### src/design/rcfp_pkg.sv
// Shared constants and types of the remote command frame parser.
package rcfp_pkg;

    // Frame markers
    localparam logic [7:0] HEAD_DRIVE    = 8'hA5;
    localparam logic [7:0] TAIL_DRIVE    = 8'h5A;
    localparam logic [7:0] HEAD_SETTINGS = 8'hB5;
    localparam logic [7:0] TAIL_SETTINGS = 8'h5B;
    localparam logic [7:0] MODE_MIX      = 8'd1;

    // Frame geometry
    localparam int WIN_LEN         = 5;
    localparam int BURST_BYTES_DEF = 64;

    // Drive arithmetic: numerator is |sum| << 14 with |sum| up to 256, divisor
    // at least 100 and at most 256
    localparam int               Q14_SHIFT = 14;
    localparam int               DEN_W     = 9;
    localparam int               NUM_W     = DEN_W + Q14_SHIFT;
    localparam int               QUO_W     = 15;
    localparam logic [DEN_W-1:0] MIN_DIV   = 9'd100;

    // Settings arithmetic
    localparam logic [11:0] SPEED_SCALE = 12'd10;

    // Register reset values
    localparam logic [6:0] DEADZONE_RST = 7'd10;
    localparam logic [7:0] LIMIT_RST    = 8'd100;

    // Register indexes
    localparam logic CFG_DEADZONE = 1'b0;
    localparam logic CFG_LIMIT    = 1'b1;

    typedef enum logic [1:0] {
        KIND_DRIVE    = 2'd0,
        KIND_AUTO     = 2'd1,
        KIND_SETTINGS = 2'd2
    } t_kind;

endpackage

### src/design/rcfp_div.sv
// Restoring divider, one quotient bit per cycle, shared by both wheel channels.
module rcfp_div (
    input  logic                        i_clk,
    input  logic                        i_rst_n,
    input  logic                        i_start,
    input  logic [rcfp_pkg::NUM_W-1:0]  i_num,
    input  logic [rcfp_pkg::DEN_W-1:0]  i_den,
    output logic                        o_done,
    output logic [rcfp_pkg::QUO_W-1:0]  o_quo
);
    import rcfp_pkg::*;

    localparam int CNT_W = $clog2(QUO_W);

    typedef enum logic {
        DV_IDLE,
        DV_RUN
    } t_dv_state;

    t_dv_state          r_state;
    logic [DEN_W-1:0]   r_rem;
    logic [QUO_W-1:0]   r_sh;
    logic [DEN_W-1:0]   r_den;
    logic [CNT_W-1:0]   r_cnt;
    logic               r_done;

    logic [DEN_W:0]     trial;
    logic [DEN_W:0]     diff;
    logic               fits;

    // The quotient is known to stay below 2**QUO_W, so the top numerator bits
    // are already a valid partial remainder.
    assign trial = {r_rem, r_sh[QUO_W-1]};
    assign diff  = trial - {1'b0, r_den};
    assign fits  = trial >= {1'b0, r_den};

    always_ff @(posedge i_clk) begin
        if (!i_rst_n) begin
            r_state <= DV_IDLE;
            r_done  <= 1'b0;
            r_cnt   <= '0;
        end else begin
            r_done <= 1'b0;
            unique case (r_state)
                DV_IDLE: begin
                    if (i_start) begin
                        r_rem   <= DEN_W'(i_num[NUM_W-1:QUO_W]);
                        r_sh    <= i_num[QUO_W-1:0];
                        r_den   <= i_den;
                        r_cnt   <= '0;
                        r_state <= DV_RUN;
                    end
                end
                DV_RUN: begin
                    r_rem <= fits ? diff[DEN_W-1:0] : trial[DEN_W-1:0];
                    r_sh  <= {r_sh[QUO_W-2:0], fits};
                    r_cnt <= r_cnt + 1'b1;
                    if (r_cnt == CNT_W'(QUO_W - 1)) begin
                        r_done  <= 1'b1;
                        r_state <= DV_IDLE;
                    end
                end
                default: r_state <= DV_IDLE;
            endcase
        end
    end

    assign o_done = r_done;
    assign o_quo  = r_sh;

endmodule

### src/design/remote_command_frame_parser_core.sv
// Top level of the remote command frame parser: byte window, frame check and drive mixing.
//
// Received bytes enter one per transaction on the s_axis side (tlast marks the last byte
// before line idle) and the block keeps the last five bytes of the current burst. A burst
// also closes at its BURST_BYTES-th byte. The first valid drive or settings frame of a
// burst produces one result transaction on m_axis; later frames in that burst are dropped.
// A settings frame, or a drive frame whose mode is not one, goes from the frame check through
// ST_EMIT to the output register. A mixing drive frame passes through ST_DIV_L and ST_DIV_R
// first: the wheel speeds come out of one shared restoring divider, left then right, each
// division started by a start pulse and ended by a done pulse. s_axis_tready is low while
// the divider runs and until a finished result has moved into the output register; bytes that
// produce no result keep flowing while an earlier result sits unclaimed on m_axis.
// Configuration writes are registered and are meant for idle periods only.
module remote_command_frame_parser_core #(
    parameter int BURST_BYTES = rcfp_pkg::BURST_BYTES_DEF
) (
    input  logic        i_clk,
    input  logic        i_rst_n,
    // configuration write port
    input  logic        i_cfg_we,
    input  logic        i_cfg_idx,
    input  logic [7:0]  i_cfg_wdata,
    // received bytes
    input  logic        s_axis_tvalid,
    output logic        s_axis_tready,
    input  logic [7:0]  s_axis_tdata,   // [7:0] rx_byte
    input  logic        s_axis_tlast,   // burst_end
    // parsed commands
    output logic        m_axis_tvalid,
    input  logic        m_axis_tready,
    output logic [55:0] m_axis_tdata,   // [15:0] left_drive, [31:16] right_drive,
                                        // [43:32] run_speed, [51:44] stop_seconds, [55:52] 0
    output logic [1:0]  m_axis_tuser    // [1:0] frame_kind
);
    import rcfp_pkg::*;

    localparam int CNT_W = $clog2(BURST_BYTES);

    typedef enum logic [1:0] {
        ST_IDLE,
        ST_DIV_L,
        ST_DIV_R,
        ST_EMIT
    } t_state;

    // Configuration
    logic [6:0]         r_deadzone;
    logic [7:0]         r_limit;

    // Burst tracking
    logic [7:0]         r_win [WIN_LEN];
    logic [CNT_W-1:0]   r_cnt;
    logic               r_taken;

    // Sequencer and staged result
    t_state             r_state;
    logic               r_div_start;
    logic [DEN_W-1:0]   r_l_mag;
    logic [DEN_W-1:0]   r_r_mag;
    logic               r_l_neg;
    logic               r_r_neg;
    logic [DEN_W-1:0]   r_den;
    t_kind              r_kind;
    logic [15:0]        r_left;
    logic [15:0]        r_right;
    logic [11:0]        r_speed;
    logic [7:0]         r_stop;

    // Output register
    logic               r_out_valid;
    t_kind              r_out_kind;
    logic [15:0]        r_out_left;
    logic [15:0]        r_out_right;
    logic [11:0]        r_out_speed;
    logic [7:0]         r_out_stop;

    logic               s_acc;
    logic [7:0]         rx;
    logic               window_full;
    logic [7:0]         sum;
    logic               sum_ok;
    logic               drive_hit;
    logic               set_hit;
    logic               frame_hit;
    logic [CNT_W:0]     cnt_inc;
    logic               burst_close;

    logic [7:0]         x_mag;
    logic [7:0]         y_mag;
    logic [7:0]         x_dz;
    logic [7:0]         y_dz;
    logic signed [8:0]  l_sum;
    logic signed [8:0]  r_sum;
    logic signed [8:0]  l_neg9;
    logic signed [8:0]  r_neg9;
    logic [DEN_W-1:0]   l_mag;
    logic [DEN_W-1:0]   r_mag;
    logic [DEN_W-1:0]   big_mag;
    logic [DEN_W-1:0]   den;
    logic [7:0]         spd;
    logic [11:0]        speed_scaled;

    logic               out_free;
    logic               div_done;
    logic [QUO_W-1:0]   div_quo;
    logic [NUM_W-1:0]   div_num;
    logic [15:0]        quo_pos;
    logic [15:0]        quo_neg;

    assign s_axis_tready = (r_state == ST_IDLE);
    assign s_acc         = s_axis_tvalid && s_axis_tready;
    assign rx            = s_axis_tdata;
    assign out_free      = !r_out_valid || m_axis_tready;

    // Frame check against the five bytes already held
    assign window_full = r_cnt >= CNT_W'(WIN_LEN);
    assign sum         = r_win[1] + r_win[2] + r_win[3];
    assign sum_ok      = (sum == r_win[4]);
    assign drive_hit   = window_full && !r_taken && sum_ok
                         && (r_win[0] == HEAD_DRIVE) && (rx == TAIL_DRIVE);
    assign set_hit     = window_full && !r_taken && sum_ok
                         && (r_win[0] == HEAD_SETTINGS) && (rx == TAIL_SETTINGS);
    assign frame_hit   = drive_hit || set_hit;

    assign cnt_inc     = {1'b0, r_cnt} + 1'b1;
    assign burst_close = s_axis_tlast || (cnt_inc >= (CNT_W + 1)'(BURST_BYTES));

    // Deadzone and differential mix; a magnitude reaches 256 when both sticks sit at -128
    assign x_mag = r_win[1][7] ? (~r_win[1] + 8'd1) : r_win[1];
    assign y_mag = r_win[2][7] ? (~r_win[2] + 8'd1) : r_win[2];
    assign x_dz  = (x_mag < {1'b0, r_deadzone}) ? 8'd0 : r_win[1];
    assign y_dz  = (y_mag < {1'b0, r_deadzone}) ? 8'd0 : r_win[2];
    assign l_sum = {y_dz[7], y_dz} + {x_dz[7], x_dz};
    assign r_sum = {y_dz[7], y_dz} - {x_dz[7], x_dz};
    assign l_neg9 = -l_sum;
    assign r_neg9 = -r_sum;
    assign l_mag = l_sum[8] ? l_neg9[8:0] : l_sum[8:0];
    assign r_mag = r_sum[8] ? r_neg9[8:0] : r_sum[8:0];
    assign big_mag = (l_mag > r_mag) ? l_mag : r_mag;
    assign den     = (big_mag < MIN_DIV) ? MIN_DIV : big_mag;

    // Settings scaling
    assign spd          = (r_win[1] > r_limit) ? r_limit : r_win[1];
    assign speed_scaled = {4'd0, spd} * SPEED_SCALE;

    // Shared divider: left channel first, then right
    assign div_num = (r_state == ST_DIV_R) ? {r_r_mag, Q14_SHIFT'(0)}
                                           : {r_l_mag, Q14_SHIFT'(0)};

    rcfp_div u_div (
        .i_clk   (i_clk),
        .i_rst_n (i_rst_n),
        .i_start (r_div_start),
        .i_num   (div_num),
        .i_den   (r_den),
        .o_done  (div_done),
        .o_quo   (div_quo)
    );

    assign quo_pos = {1'b0, div_quo};
    assign quo_neg = -quo_pos;

    // Configuration registers
    always_ff @(posedge i_clk) begin
        if (!i_rst_n) begin
            r_deadzone <= DEADZONE_RST;
            r_limit    <= LIMIT_RST;
        end else if (i_cfg_we) begin
            unique case (i_cfg_idx)
                CFG_DEADZONE: r_deadzone <= i_cfg_wdata[6:0];
                CFG_LIMIT:    r_limit    <= i_cfg_wdata;
                default:      ;
            endcase
        end
    end

    // Byte window holds every accepted byte; the count gates its use after reset
    always_ff @(posedge i_clk) begin
        if (s_acc) begin
            for (int i = 0; i < WIN_LEN - 1; i++) begin
                r_win[i] <= r_win[i+1];
            end
            r_win[WIN_LEN-1] <= rx;
        end
    end

    // Burst count and first-frame flag
    always_ff @(posedge i_clk) begin
        if (!i_rst_n) begin
            r_cnt   <= '0;
            r_taken <= 1'b0;
        end else if (s_acc) begin
            if (burst_close) begin
                r_cnt   <= '0;
                r_taken <= 1'b0;
            end else begin
                r_cnt   <= cnt_inc[CNT_W-1:0];
                r_taken <= r_taken || frame_hit;
            end
        end
    end

    // Sequencer and output register
    always_ff @(posedge i_clk) begin
        if (!i_rst_n) begin
            r_state     <= ST_IDLE;
            r_div_start <= 1'b0;
            r_out_valid <= 1'b0;
        end else begin
            r_div_start <= 1'b0;
            if (r_out_valid && m_axis_tready) begin
                r_out_valid <= 1'b0;
            end
            unique case (r_state)
                ST_IDLE: begin
                    if (s_acc && drive_hit) begin
                        r_kind  <= (r_win[3] == MODE_MIX) ? KIND_DRIVE : KIND_AUTO;
                        r_left  <= '0;
                        r_right <= '0;
                        r_speed <= '0;
                        r_stop  <= '0;
                        r_l_mag <= l_mag;
                        r_r_mag <= r_mag;
                        r_l_neg <= l_sum[8];
                        r_r_neg <= r_sum[8];
                        r_den   <= den;
                        if (r_win[3] == MODE_MIX) begin
                            r_div_start <= 1'b1;
                            r_state     <= ST_DIV_L;
                        end else begin
                            r_state <= ST_EMIT;
                        end
                    end else if (s_acc && set_hit) begin
                        r_kind  <= KIND_SETTINGS;
                        r_left  <= '0;
                        r_right <= '0;
                        r_speed <= speed_scaled;
                        r_stop  <= r_win[2];
                        r_state <= ST_EMIT;
                    end
                end
                ST_DIV_L: begin
                    if (div_done) begin
                        r_left      <= r_l_neg ? quo_neg : quo_pos;
                        r_div_start <= 1'b1;
                        r_state     <= ST_DIV_R;
                    end
                end
                ST_DIV_R: begin
                    if (div_done) begin
                        r_right <= r_r_neg ? quo_neg : quo_pos;
                        r_state <= ST_EMIT;
                    end
                end
                ST_EMIT: begin
                    // hold the staged result until the output register is free
                    if (out_free) begin
                        r_out_valid <= 1'b1;
                        r_out_kind  <= r_kind;
                        r_out_left  <= r_left;
                        r_out_right <= r_right;
                        r_out_speed <= r_speed;
                        r_out_stop  <= r_stop;
                        r_state     <= ST_IDLE;
                    end
                end
                default: r_state <= ST_IDLE;
            endcase
        end
    end

    assign m_axis_tvalid = r_out_valid;
    assign m_axis_tuser  = r_out_kind;
    assign m_axis_tdata  = {4'd0, r_out_stop, r_out_speed, r_out_right, r_out_left};

    // A closed burst restarts the count
    a_burst_restart: assert property (@(posedge i_clk) disable iff (!i_rst_n)
        (s_acc && s_axis_tlast) |=> (r_cnt == '0))
        else $error("burst count not cleared after burst end");

    // Only one frame per burst: a reported frame blocks the rest of the burst
    a_frame_taken: assert property (@(posedge i_clk) disable iff (!i_rst_n)
        (s_acc && frame_hit && !burst_close) |=> r_taken)
        else $error("frame flag not set after a reported frame");

    // Divider finishes only while the sequencer waits for it
    a_div_owner: assert property (@(posedge i_clk) disable iff (!i_rst_n)
        div_done |-> (r_state == ST_DIV_L || r_state == ST_DIV_R))
        else $error("divider result with no division pending");

    // Wheel speeds are zero on every non-drive result
    a_zero_wheels: assert property (@(posedge i_clk) disable iff (!i_rst_n)
        (r_out_valid && r_out_kind != KIND_DRIVE) |-> (r_out_left == '0 && r_out_right == '0))
        else $error("wheel speed on a non-drive result");

endmodule
### config.mk
export PLATFORM = sky130hd
export DESIGN_NAME = remote_command_frame_parser_core
export DESIGN_NICKNAME = d
export VERILOG_FILES = /design/src/design/rcfp_pkg.sv /design/src/design/rcfp_div.sv /design/src/design/remote_command_frame_parser_core.sv
export SDC_FILE = /design/constraint.sdc
export NUM_CORES = 1
export LEC_CHECK = 0
export BUFFER_PORTS_ARGS = -buffer_cell sky130_fd_sc_hd__buf_2
export CAP_MARGIN = 5
export CORE_AREA = 2 2 143 173
export CTS_CLUSTER_DIAMETER = 30
export CTS_CLUSTER_SIZE = 40
export DETAILED_ROUTE_END_ITERATION = 16
export DIE_AREA = 0 0 145 175
export PLACE_DENSITY = 0.73
export SLEW_MARGIN = 15
export SYNTH_ARGS = -nofsm -noshare
export SYNTH_HDL_FRONTEND = slang
export SYNTH_SLANG_ARGS = --single-unit
### constraint.sdc
create_clock -name i_clk -period 9.2 [get_ports i_clk]
set_input_delay 0.46 -clock i_clk [delete_from_list [all_inputs] [get_ports i_clk]]
set_output_delay 0.46 -clock i_clk [all_outputs]
set_load 0.02 [all_outputs]
Word level (Yosys, flattened, before mapping). Memories as Yosys holds them, arrays and structs flattened. Index checks and enable logic that the tools add are counted.

Input bits: 23. Flip-flop bits (word level): 200. Memories kept: 1. Bits in latches: 0. Output and inout port bits: 60. RAM bits: 40. Word-level logic and storage cells: 151. Bits in read-only memories: 0.

Memories: r_win (words 5, width 8, rd ports 5, clocked after memory_dff 0, wr ports 5, line remote_command_frame_parser_core.sv:51) `logic [7:0] r_win [WIN_LEN];`.

Multiplexer cells: 51. Reductions and logical operators: 31. Equality and inequality tests: 15. Divide/modulo/power cells: 0. Add/sub/neg operators: 12. Shifts and indexed selects: 0. Bitwise logic cells: 4. Multiply operators: 1. $lt $le $gt $ge: 8.

Operator list (count): 16-bit two-way mux (6); 16-bit case mux with 2 select lines (2); 8-bit two-way mux (6); 9-bit two-way mux (5); 15-bit case mux with 2 select lines (1); 23-bit two-way mux (1); 9-bit negation (2); 9-bit case mux with 2 select lines (1); 8-bit by 1-bit adder with 8-bit output (second input constant) (2); 8-bit adder (2); 8-bit by 7-bit equality test with 1-bit output (second input constant) (2); 8-bit equality test (second input constant) (2); 8-bit by 7-bit < comparator with 1-bit output (2); 2-bit two-way mux (8); 15-bit negation with 16-bit output (1); 8-bit inverter (2); 15-bit two-way mux (1); 1-bit two-way mux (13); 12-bit two-way mux (1); 3-bit AND reduction (4); 4-bit AND reduction (3); 8-bit by 3-bit multiplier with 11-bit output (second input constant) (1); 10-bit by 9-bit greater-or-equal comparator with 1-bit output (1); 1-bit logical AND (10); 29 further kinds (43).

Logic depth before layout (Yosys ltp). Gate-level depths: netlist (run 1). An unclocked memory read counts as a cell.

Depth in word-level cells: 12. Depth in mapped cells: 36. Gate-level depth less buffers: 32.

Hierarchy. Synthesis (run 1) repeated with hierarchy kept, for this count alone.

Cell total of the unflattened synthesis: 1111. Area, all modules: 12974.9 um2.

Modules (own cells, without submodules): remote_command_frame_parser_core (cells each 934, area an instance 10885.4 um2, sequential area each 5745.5 um2, instances 1); rcfp_div (cells each 177, area an instance 2089.5 um2, sequential area each 1111.1 um2, instances 1).

Least setup slack after synthesis (run 1). Ideal clock, no wire load.

Path type: flip-flop to flip-flop. Start point: mem r_win[1][1], in the netlist r_win[0][9]. End point: reg r_den[2], data pin. Setup time: 0.260 ns. Arrival: 6.485 ns. Slack: 2.455 ns. Data required time: 8.940 ns. Buffers on the path: 4. Cell stages (with the launch flop): 32. Period minus slack after synthesis: 6.745 ns. Cell sequence: edfxtp_1 buf_2 or3_1 o31ai_1 xnor2_1 ha_1 o21ai_0 nor2_1 a211o_4 buf_2 and2_1 ha_1 clkbuf_1 inv_1 nor2_1 nand2_1 or3_1 a32oi_1 inv_1 o21ai_0 ha_1 nor2b_1 o21a_1 o21a_1 o21ai_0 nand2b_1 a21oi_1 nor2_1 o211ai_1 a31o_1 buf_6 mux2_4.

RTL lines: start: declaration (line remote_command_frame_parser_core.sv:51); end signal: assignment (line remote_command_frame_parser_core.sv:226) `r_den <= den;`; end: declaration (line remote_command_frame_parser_core.sv:62) `logic [DEN_W-1:0] r_den;`.

==> results of run 1 <==
[synth_stat cells (5+ instances only)]
master	count	share of area
and2_1	59	0.029
clkbuf_1	27	0.0078
or2_2	6	0.0029
nand2b_1	22	0.011
and3_1	8	0.0039
a21oi_1	49	0.019
edfxtp_1	207	0.48
nor4_1	5	0.0024
dfxtp_1	32	0.050
buf_4	5	0.0029
inv_1	73	0.021
a31oi_1	6	0.0029
buf_2	5	0.0019
o211ai_1	15	0.0087
ha_1	83	0.080
a211oi_1	9	0.0052
nand4_1	12	0.0058
mux2i_1	20	0.015
nor2b_1	25	0.012
fa_1	10	0.015
a21o_1	18	0.010
nand3_1	8	0.0031
or3_1	17	0.0082
o21ai_0	52	0.020
nor3_1	13	0.0050
nor2_1	61	0.018
o21bai_1	7	0.0041
nor4b_1	5	0.0034
xnor2_1	71	0.048
xor2_1	14	0.0095
a211o_1	5	0.0034
nand2_1	107	0.031
[power groups by stage]
stage | Sequential, mW | Combinational (mW) | Clock (mW)
2_1_floorplan | 1.28 | 0.921 | 0
3_3_place_gp | 1.29 | 1.09 | 0
3_5_place_dp | 1.29 | 1.12 | 0
4_1_cts | 1.27 | 1.13 | 1.29
5_1_grt | 1.27 | 1.27 | 1.34
6_report | 1.27 | 1.14 | 1.27
[per-layer routing]
metal / global-route usage / wire length [um] / vias to the layer above
met1: 0.241 / 10200 / 4074
li1: - / - / 4208
met3: 0.0285 / 968 / 54
met5: 0 / 0 / -
met2: 0.363 / 12700 / 231
met4: 0.0837 / 796 / 0
[critical path, delay by kind of cell (launching register included)]
kind	cells	cell delay, ns
AO/OA/AOI/OAI	11	3.12
AND/OR/NAND/NOR	10	1.60
adder cells (fa/ha/maj)	4	1.28
buffers and inverters	2	0.54
flip-flops	1	0.47
multiplexers	1	0.34
XOR/XNOR	1	0.17
[logic make-up (layout without fill, tap and decap cells)]
kind of cell | count (synthesis) | in the layout | share of synthesized area
compound gates | 200 | 200 | 0.104
mux | 28 | 28 | 0.0236
xor+xnor | 89 | 89 | 0.0631
fa+ha+maj | 93 | 93 | 0.0958
buf+inv | 114 | 225 | 0.0356
simple gates | 365 | 365 | 0.147
other cells | 1 | 5 | 0.000290
flops | 239 | 239 | 0.530
[final cells by class]
class                      count  area (sq um)
clock buffer                  37           893
clock inverter                26           258
fill                        1800          8870
inverter                      75           282
multi-input combinational    780          5640
sequential                   239          6860
tap                          320           400
timing repair buffer          87           460
[path summary, 6_finish.rpt]
path | startpoint | end | slack (ns) | cells past startpoint
setup / recovery | r_win[0][17] | r_den[7] | 1.43 | 29
hold / removal | s_axis_tdata[4] | r_win[0][36] | 0.15 | 1
setup reg to reg | r_win[0][17] | r_den[7] | 1.43 | 29
hold reg to reg | r_right[0] | r_out_right[0] | 0.41 | 0
[through the flow]
step | cells | utilization | instance area, sq um
4_1_cts | 1564 | 0.625 | 14800
3_5_place_dp | 1501 | 0.576 | 13600
5_1_grt | 1564 | 0.625 | 14800
6_report | 1564 | 0.625 | 14800
3_3_place_gp | 1501 | 0.576 | 13600
2_1_floorplan | 1133 | - | 12900
[sequential cells by signal (all words and copies together), names as in the netlist, 9 cells and up]
| register | cells |
|---|---|
| r_l_mag | 9 |
| r_left | 16 |
| u_div.o_quo | 15 |
| r_out_speed | 11 |
| r_den | 9 |
| r_speed | 11 |
| r_out_right | 16 |
| u_div.r_rem | 9 |
| u_div.r_den | 9 |
| r_win | 40 |
| r_right | 16 |
| r_out_left | 16 |
==> results.tsv, run 1 <==
metric	value	unit
synthFlopType	edfxtp_1	
synth.avg_cell_area	11.4	sq um
die_w	145	um
vdd_drop_max	0.161	mV
p_per_area	248	nW/um^2
syn_inst	1129	
first_global_vias	8687	
hold-worst-slack	0.146	ns
preCtsSetupSlack	1.59	ns
async_reset_ff_frac	0	
p_int	2.49	mW
globalRoute.totalOverflow	0	
root_buffer	clkbuf_16	
combinationalPowerShare	0.309	
nets	1334	
start_kind	flip-flop	
seq_area_frac_synth	0.530	
p_sw	1.18	mW
grt_setup_unrepaired	no	
pwr-share-seq	0.345	
wl_per_cell	15.8	um
run_status	complete, no violations	
synth-edff-count	207	
drtIter0Drc	532	
grt_pass1_wl	41.6	mm
layout.cells.most_common_list	edfxtp_1 (207), nand2_1 (107), ha_1 (83)	
dp_hpwl	18.3	mm
synth_area	12900	sq um
cts_tree	done	
cts_buffers	35	
cts.clk_slew.worst_paths	0.05	ns
dieArea	25400	sq um
timing.final.crit_share	0.845	
switching_share	0.322	
h-tree-depth	2	
cts.sinks	239	
end_kind	flip-flop	
hold_viol_final	0	
totalWireLength	24.7	mm
rows	62	
skew	0.0153	ns
crit_path_max_incr_delay	0.65	ns
die_h	175	um
tightestPinTransition	1.09	ns
ant_nets	0	
firstDrtPassIters	5	
postCtsSetupRepairBufs	0	
cts-resized-gates	0	
antenna_found_initial	0	
cts.path.max_buffers	3	
hold_path_class	in2reg	
finalCriticalPeriod	7.77	ns
worstSetupPathType	reg2reg	
ys_ff_latch	239	
grt_max_degree	54	
setup_viol	0	
vias	8567	
synthDistinctLibCells	79	
grtUsageTotal	0.201	
place.gp.congestion	0.883	
ys.warnings.count	0	
crit_path_max_fanout	11	
remaining_drc_errors	0	
final.setup.tns	0	ns
clk_latency	0.51	ns
setup_ws	1.43	ns
drv_cap	0	
cpMostUsedCell	ha_1	
clock_power_share	0.346	
drive_gt1_frac	0.143	
total_power	3.67	mW
core	23700	sq um
final_common_cell	edfxtp_1	
p_leak	5.87	nW
portBuffers	77	
maxSlewHeadroom	0.271	
required	9.45	ns
num_antenna_cells	0	
io_pins	83	
critPathArrivalTime	8.02	ns
slowest_stage	a32oi_1	
clock.fmax	129	MHz
vias_per_cell	5.48	
area_delta_synth_final	14.4	%
start_util	0.546	
final_max_slew_viol_count	0	
ctsHoldBuffers	0	
(Power assumes the default switching activity.)
==> run 2, diff against run 1 <==
--- a/config.mk
+++ b/config.mk
@@ -12,7 +12,7 @@
 export CTS_CLUSTER_SIZE = 40
 export DETAILED_ROUTE_END_ITERATION = 16
 export DIE_AREA = 0 0 145 175
-export PLACE_DENSITY = 0.73
+export PLACE_DENSITY = 0.76
 export SLEW_MARGIN = 15
 export SYNTH_ARGS = -nofsm -noshare
 export SYNTH_HDL_FRONTEND = slang
==> constraint.sdc (replaced) <==
create_clock -name i_clk -period 6.5 [get_ports i_clk]
set_input_delay 0.325 -clock i_clk [delete_from_list [all_inputs] [get_ports i_clk]]
set_output_delay 0.325 -clock i_clk [all_outputs]
set_load 0.02 [all_outputs]
==> run 2 against run 1 <==
Effect of this change: routed wire length grew 6.8%; worst setup slack got worse by 1.3 ns; combinational power rose by 72%; final cell count grew 4.0%; sequential share of layout area down 2.3 points; highest routed layer unchanged; register-to-register slack got worse by 1.3 ns; cell area is 5.2% higher; critical endpoint is now r_den[5]; sequential power increased by 40%; global-route usage rose by 0.25 points.
==> results.tsv, run 2 (same netlist as run 1, synthesis figures left out) <==
metric	value	unit	change
reg2reg_slack	0.16	ns	-1.26 ns
slowest_stage	edfxtp_1		
fin_util	0.658		+0.0327
cts.path.max_buffers	3		unchanged
nFillCells	1713		-4.8%
finalCriticalPeriod	6.34	ns	-1.44 ns
route.top_layer_used	met4		
largest_reg_flops	40		unchanged
critPathArrivalTime	6.59	ns	-1.43 ns
crit_path_max_incr_delay	0.42	ns	-0.23 ns
cpMostUsedCell	ha_1		
top_register	r_win		
vias_per_cell	5.48		about the same
dp.cells	1540		+2.6%
tightestPinTransition	1.16	ns	+0.0672 ns
fin_cells	1626		+4.0%
die_w	145	um	unchanged
worstSetupPathType	reg2reg		
area_delta_synth_final	20.4	%	
setup_viol	0		unchanged
antenna_found_initial	0		unchanged
grt_pass1_wl	42.0	mm	+0.88%
start_util	0.546		unchanged
p_leak	6.24	nW	+6.2%
end_kind	flip-flop		
drive_gt1_frac	0.213		+0.0698
vias	8915		+4.1%
hold_viol_final	0		unchanged
wl_per_cell	16.3	um	+2.8%
timing.rr.end	r_den[5]		
start_kind	flip-flop		
clk_latency	0.52	ns	about the same
cts_tree	done		
ff2ff_path_depth	30		+3.4%
h-tree-depth	2		unchanged
drv_cap	0		unchanged
min_from	s_axis_tdata[1]		
portBuffers	77		unchanged
run_status	complete, no violations		
layout.cells.most_common_list	edfxtp_1 (207), nand2_1 (107), ha_1 (80)		
required	6.76	ns	-2.69 ns
hold_path_class	in2reg		
root_buffer	clkbuf_16		
met2_length	13.4	mm	+5.3%
final_common_cell	edfxtp_1		
p_per_area	362	nW/um^2	+46%
dieArea	25400	sq um	unchanged
cts.clk_slew.worst_paths	0.05	ns	about the same
globalRoute.totalOverflow	0		unchanged
cts.sinks	239		unchanged
remaining_drc_errors	0		unchanged
ant_nets	0		unchanged
core	23700	sq um	unchanged
firstDrtPassIters	5		unchanged
final.setup.tns	0	ns	unchanged
maxSlewHeadroom	0.226		-0.0448
crit_path_max_fanout	6		-5
cts_buffers	36		+2.9%
first_global_vias	8709		+0.25%
vdd_drop_max	0.254	mV	+58%
dp_hpwl	18.9	mm	+3.7%
io_pins	83		unchanged
die_h	175	um	unchanged
min_path_cells	1		unchanged
final_max_slew_viol_count	0		unchanged
clock.fmax	158	MHz	+23%
met3_length	1.15	mm	+19%
totalWireLength	26.4	mm	+6.8%
timing.final.crit_share	0.975		+0.130
hold-worst-slack	0.0133	ns	-0.133 ns
skew	0.0177	ns	+0.00244 ns
grtUsageTotal	0.203		+0.00248
min_to	r_win[0][33]		
met1Wirelength	10.9	mm	+6.3%
reg2reg_from	r_win[0][17]		
grt_max_degree	54		unchanged
nets	1395		+4.6%
rows	62		unchanged
drtIter0Drc	522		-1.9%
place.gp.congestion	0.898		+1.8%
num_antenna_cells	0		unchanged
==> run 2: cell count changes in the layout (fill, tap and decap cells not counted), sizes merged <==
cell,before,now
clkinvlp,1,3
clkinv,13,8
dlygate4sd3,0,4
buf,87,143
clkbuf,37,41
bufinv,1,2
==> run 2: metrics by stage <==
| stage | total power [mW] | area, sq um | setup WS, ns |
|---|---|---|---|
| detailed placement | 3.52 | 14000 | 0.0226 |
| CTS | 5.42 | 15200 | 0.000906 |
| floorplan | 3.12 | 13000 | 0.0276 |
| global placement | 3.47 | 14000 | 0.198 |
| global route | 5.90 | 15600 | -0.147 |
| finish | 5.63 | 15600 | 0.164 |
==> run 2: timing repair <==
item,CTS,global route
gates resized for setup,0,54
endpoints found under the setup margin,0,9
setup buffers,0,17
hold endpoints to repair,4,0
hold buffers,4,0
==> run 2: report_power, final <==
group / total, mW / internal [mW] / switching [mW]
Combinational: 1.96 / 0.892 / 1.07
Clock: 1.89 / 1.17 / 0.727
Sequential: 1.78 / 1.76 / 0.0204
==> run 2: area by class of cell <==
class | instances | area [sq um] | area share
clock inverters | 24 | 263 | 0.0169
clock buffers | 41 | 950 | 0.0610
multi-input cells | 780 | 5890 | 0.378
repair buffers | 147 | 928 | 0.0596
inverters | 75 | 282 | 0.0181
flip-flops and latches | 239 | 6860 | 0.441
well taps | 320 | 400 | 0.0257
==> run 2: how the worst max path moves through the flow <==
stage / end / slack [ns] / cells after the start / from
after detailed placement: r_den[1] / 0.02 / 31 / r_win[0][8]
final: r_den[5] / 0.16 / 30 / r_win[0][17]
after CTS: r_den[1] / 0.0009 / 31 / r_win[0][8]
after floorplan: r_den[2] / 0.03 / 33 / r_win[0][17]
after global routing: r_den[5] / -0.15 / 31 / r_win[0][9]
after global placement: r_den[7] / 0.20 / 29 / r_win[0][17]
==> run 2: layer usage <==
layer,GRT usage,vias up
met5,0,-
met4,0.0858,0
met3,0.0285,83
met2,0.365,268
met1,0.246,4225
li1,-,4339
==> run 2: worst max-delay path, delay by kind of cell (launching register included) <==
| kind | cells | cell delay [ns] |
|---|---|---|
| compound gates | 11 | 2.34 |
| simple gates | 11 | 1.66 |
| fa+ha+maj | 4 | 0.99 |
| flops | 1 | 0.42 |
| mux | 1 | 0.31 |
| xor+xnor | 1 | 0.17 |
| buf+inv | 2 | 0.17 |
==> run 3, diff against run 2 <==
--- a/config.mk
+++ b/config.mk
@@ -12,6 +12,7 @@
 export CTS_CLUSTER_SIZE = 40
 export DETAILED_ROUTE_END_ITERATION = 16
 export DIE_AREA = 0 0 145 175
+export HOLD_SLACK_MARGIN = 0.15
 export PLACE_DENSITY = 0.76
 export SLEW_MARGIN = 15
 export SYNTH_ARGS = -nofsm -noshare
==> run 3 against run 2 <==
Effect of this change: fmax decreased by 0.46%; worst setup slack got worse by 0.029 ns; clock power about the same; sequential cell count unchanged; die area unchanged; final cell count increased by 0.86%; critical path depth unchanged; critical endpoint unchanged; largest cell class unchanged.
==> results.tsv, run 3 (same netlist as run 1, synthesis figures left out) <==
metric	value	unit	change
hold_viol_final	0		unchanged
timing.final.crit_share	0.979		+0.00450
h-tree-depth	2		unchanged
p_leak	6.29	nW	+0.91%
top_register	r_win		
drive_gt1_frac	0.211		-0.00226
portBuffers	77		unchanged
crit_path_max_fanout	9		+3
p_sw	1.81	mW	about the same
cts_buffers	36		unchanged
min_to	m_axis_tvalid		
setup_ws	0.135	ns	-0.0293 ns
dp_hpwl	18.9	mm	unchanged
worstSetupPathType	reg2reg		
required	6.76	ns	about the same
num_antenna_cells	0		unchanged
p_int	3.82	mW	+0.14%
crit_path_max_incr_delay	0.42	ns	about the same
end_kind	flip-flop		
finalCriticalPeriod	6.36	ns	+0.0293 ns
gr-usage-met3	0.0285		unchanged
slowest_stage	edfxtp_1		
cts.sinks	239		unchanged
rows	62		unchanged
nets	1409		+1.0%
largest_reg_flops	40		unchanged
p_per_area	359	nW/um^2	-0.78%
switching_share	0.322		about the same
vdd_drop_max	0.255	mV	+0.28%
cts_tree	done		
place.gp.congestion	0.898		unchanged
maxSlewHeadroom	0.218		-0.00815
pwr-share-seq	0.316		about the same
root_buffer	clkbuf_16		
timing.rr.end	r_den[5]		
firstDrtPassIters	5		unchanged
first_global_vias	8755		+0.53%
layout.cells.most_common_list	edfxtp_1 (207), nand2_1 (107), ha_1 (80)		
globalRoute.totalOverflow	0		unchanged
start_util	0.546		unchanged
core	23700	sq um	unchanged
vias	8946		+0.35%
dp.cells	1540		unchanged
cts.path.max_buffers	3		unchanged
cpMostUsedCell	ha_1		
clk_latency	0.52	ns	about the same
combinationalPowerShare	0.348		about the same
io_pins	83		unchanged
hold-worst-slack	0.204	ns	+0.191 ns
grt.busiest_layer	met2		
die_w	145	um	unchanged
final_common_cell	edfxtp_1		
totalWireLength	26.6	mm	+0.68%
dieArea	25400	sq um	unchanged
critPathArrivalTime	6.62	ns	+0.03 ns
drv_cap	0		unchanged
hold_path_class	in2reg		
start_kind	flip-flop		
min_from	m_axis_tready		
wl_per_cell	16.2	um	-0.18%
skew	0.0185	ns	+0.000746 ns
min_path_cells	4		+3
antenna_found_initial	0		unchanged
preCtsSetupSlack	0.0226	ns	unchanged
tightestPinTransition	1.17	ns	+0.0122 ns
critPathTopFamily	compound AO/OA/AOI/OAI gates		
cts.clk_slew.worst_paths	0.05	ns	about the same
vias_per_cell	5.45		-0.51%
ant_nets	0		unchanged
die_h	175	um	unchanged
total_power	5.64	mW	+0.11%
critical_path_buf_inv_count	5		+3
final.setup.tns	0	ns	unchanged
area_delta_synth_final	21.5	%	
ff2ff_path_depth	30		unchanged
setup_viol	0		unchanged
fin_cells	1640		+0.86%
grt_use_met2	0.368		+0.00317
grt_max_degree	54		unchanged
clock.fmax	157	MHz	-0.46%
reg2reg_slack	0.14	ns	-0.03 ns
grtUsageTotal	0.205		+0.00131
grt_pass1_wl	42.2	mm	+0.58%
clock_power_share	0.336		about the same
final_max_slew_viol_count	0		unchanged
reg2reg_from	r_win[0][17]		
run_status	complete, no violations		
remaining_drc_errors	0		unchanged
grt_use_met1	0.247		+0.00121
drtIter0Drc	518		-0.77%
==> run 3: through the flow <==
step                      cell area (sq um)   util
final                                 15700  0.664
after global routing                  15700  0.664
after CTS                             15300  0.648
after detailed placement              14000  0.590
after global placement                14000  0.590
after floorplan                       13000      -
==> run 3: worst max-delay path by stage <==
| stage | from | endpoint | slack, ns | cells past startpoint |
|---|---|---|---|---|
| after detailed placement | r_win[0][8] | r_den[1] | 0.02 | 31 |
| after global routing | r_win[0][9] | r_den[5] | -0.15 | 31 |
| after CTS | r_win[0][8] | r_den[1] | 0.0009 | 31 |
| after floorplan | r_win[0][17] | r_den[2] | 0.03 | 33 |
| after global placement | r_win[0][17] | r_den[7] | 0.20 | 29 |
| final | r_win[0][17] | r_den[5] | 0.14 | 30 |
==> run 3: worst min-delay path, cell delays in order <==
cell,delay (ns)
buf_2,0.07
nor2b_1,0.10
nor2_1,0.10
nor2_1,0.06
==> run 3: what timing repair did <==
| item | CTS | global route |
|---|---|---|
| hold buffers | 18 | 0 |
| endpoints found under the setup margin | 0 | 9 |
| gates resized for setup | 0 | 54 |
| buffers inserted | 0 | 17 |
| endpoints found under the hold margin | 23 | 0 |
==> run 3: area by class of cell <==
class / count / area [sq um]
clock buffers: 41 / 950
clock inverters: 24 / 263
fillers: 1701 / 7960
inverters: 75 / 282
multi-input cells: 780 / 5890
flip-flops and latches: 239 / 6860
well taps: 320 / 400
repair buffers: 161 / 1070
==> run 3: metal layers <==
metal,up-vias,wire length (um),share of wire
met1,4238,11000,0.41
li1,4369,-,-
met3,89,1070,0.040
met4,0,969,0.036
met2,250,13500,0.51
met5,-,0,0
==> run 3: power groups by stage <==
stage / Sequential [mW] / Clock, mW / Combinational [mW]
6_report: 1.78 / 1.89 / 1.96
5_1_grt: 1.78 / 1.98 / 2.14
4_1_cts: 1.78 / 1.92 / 1.73
3_5_place_dp: 1.81 / 0 / 1.71
3_3_place_gp: 1.81 / 0 / 1.66
2_1_floorplan: 1.81 / 0 / 1.31
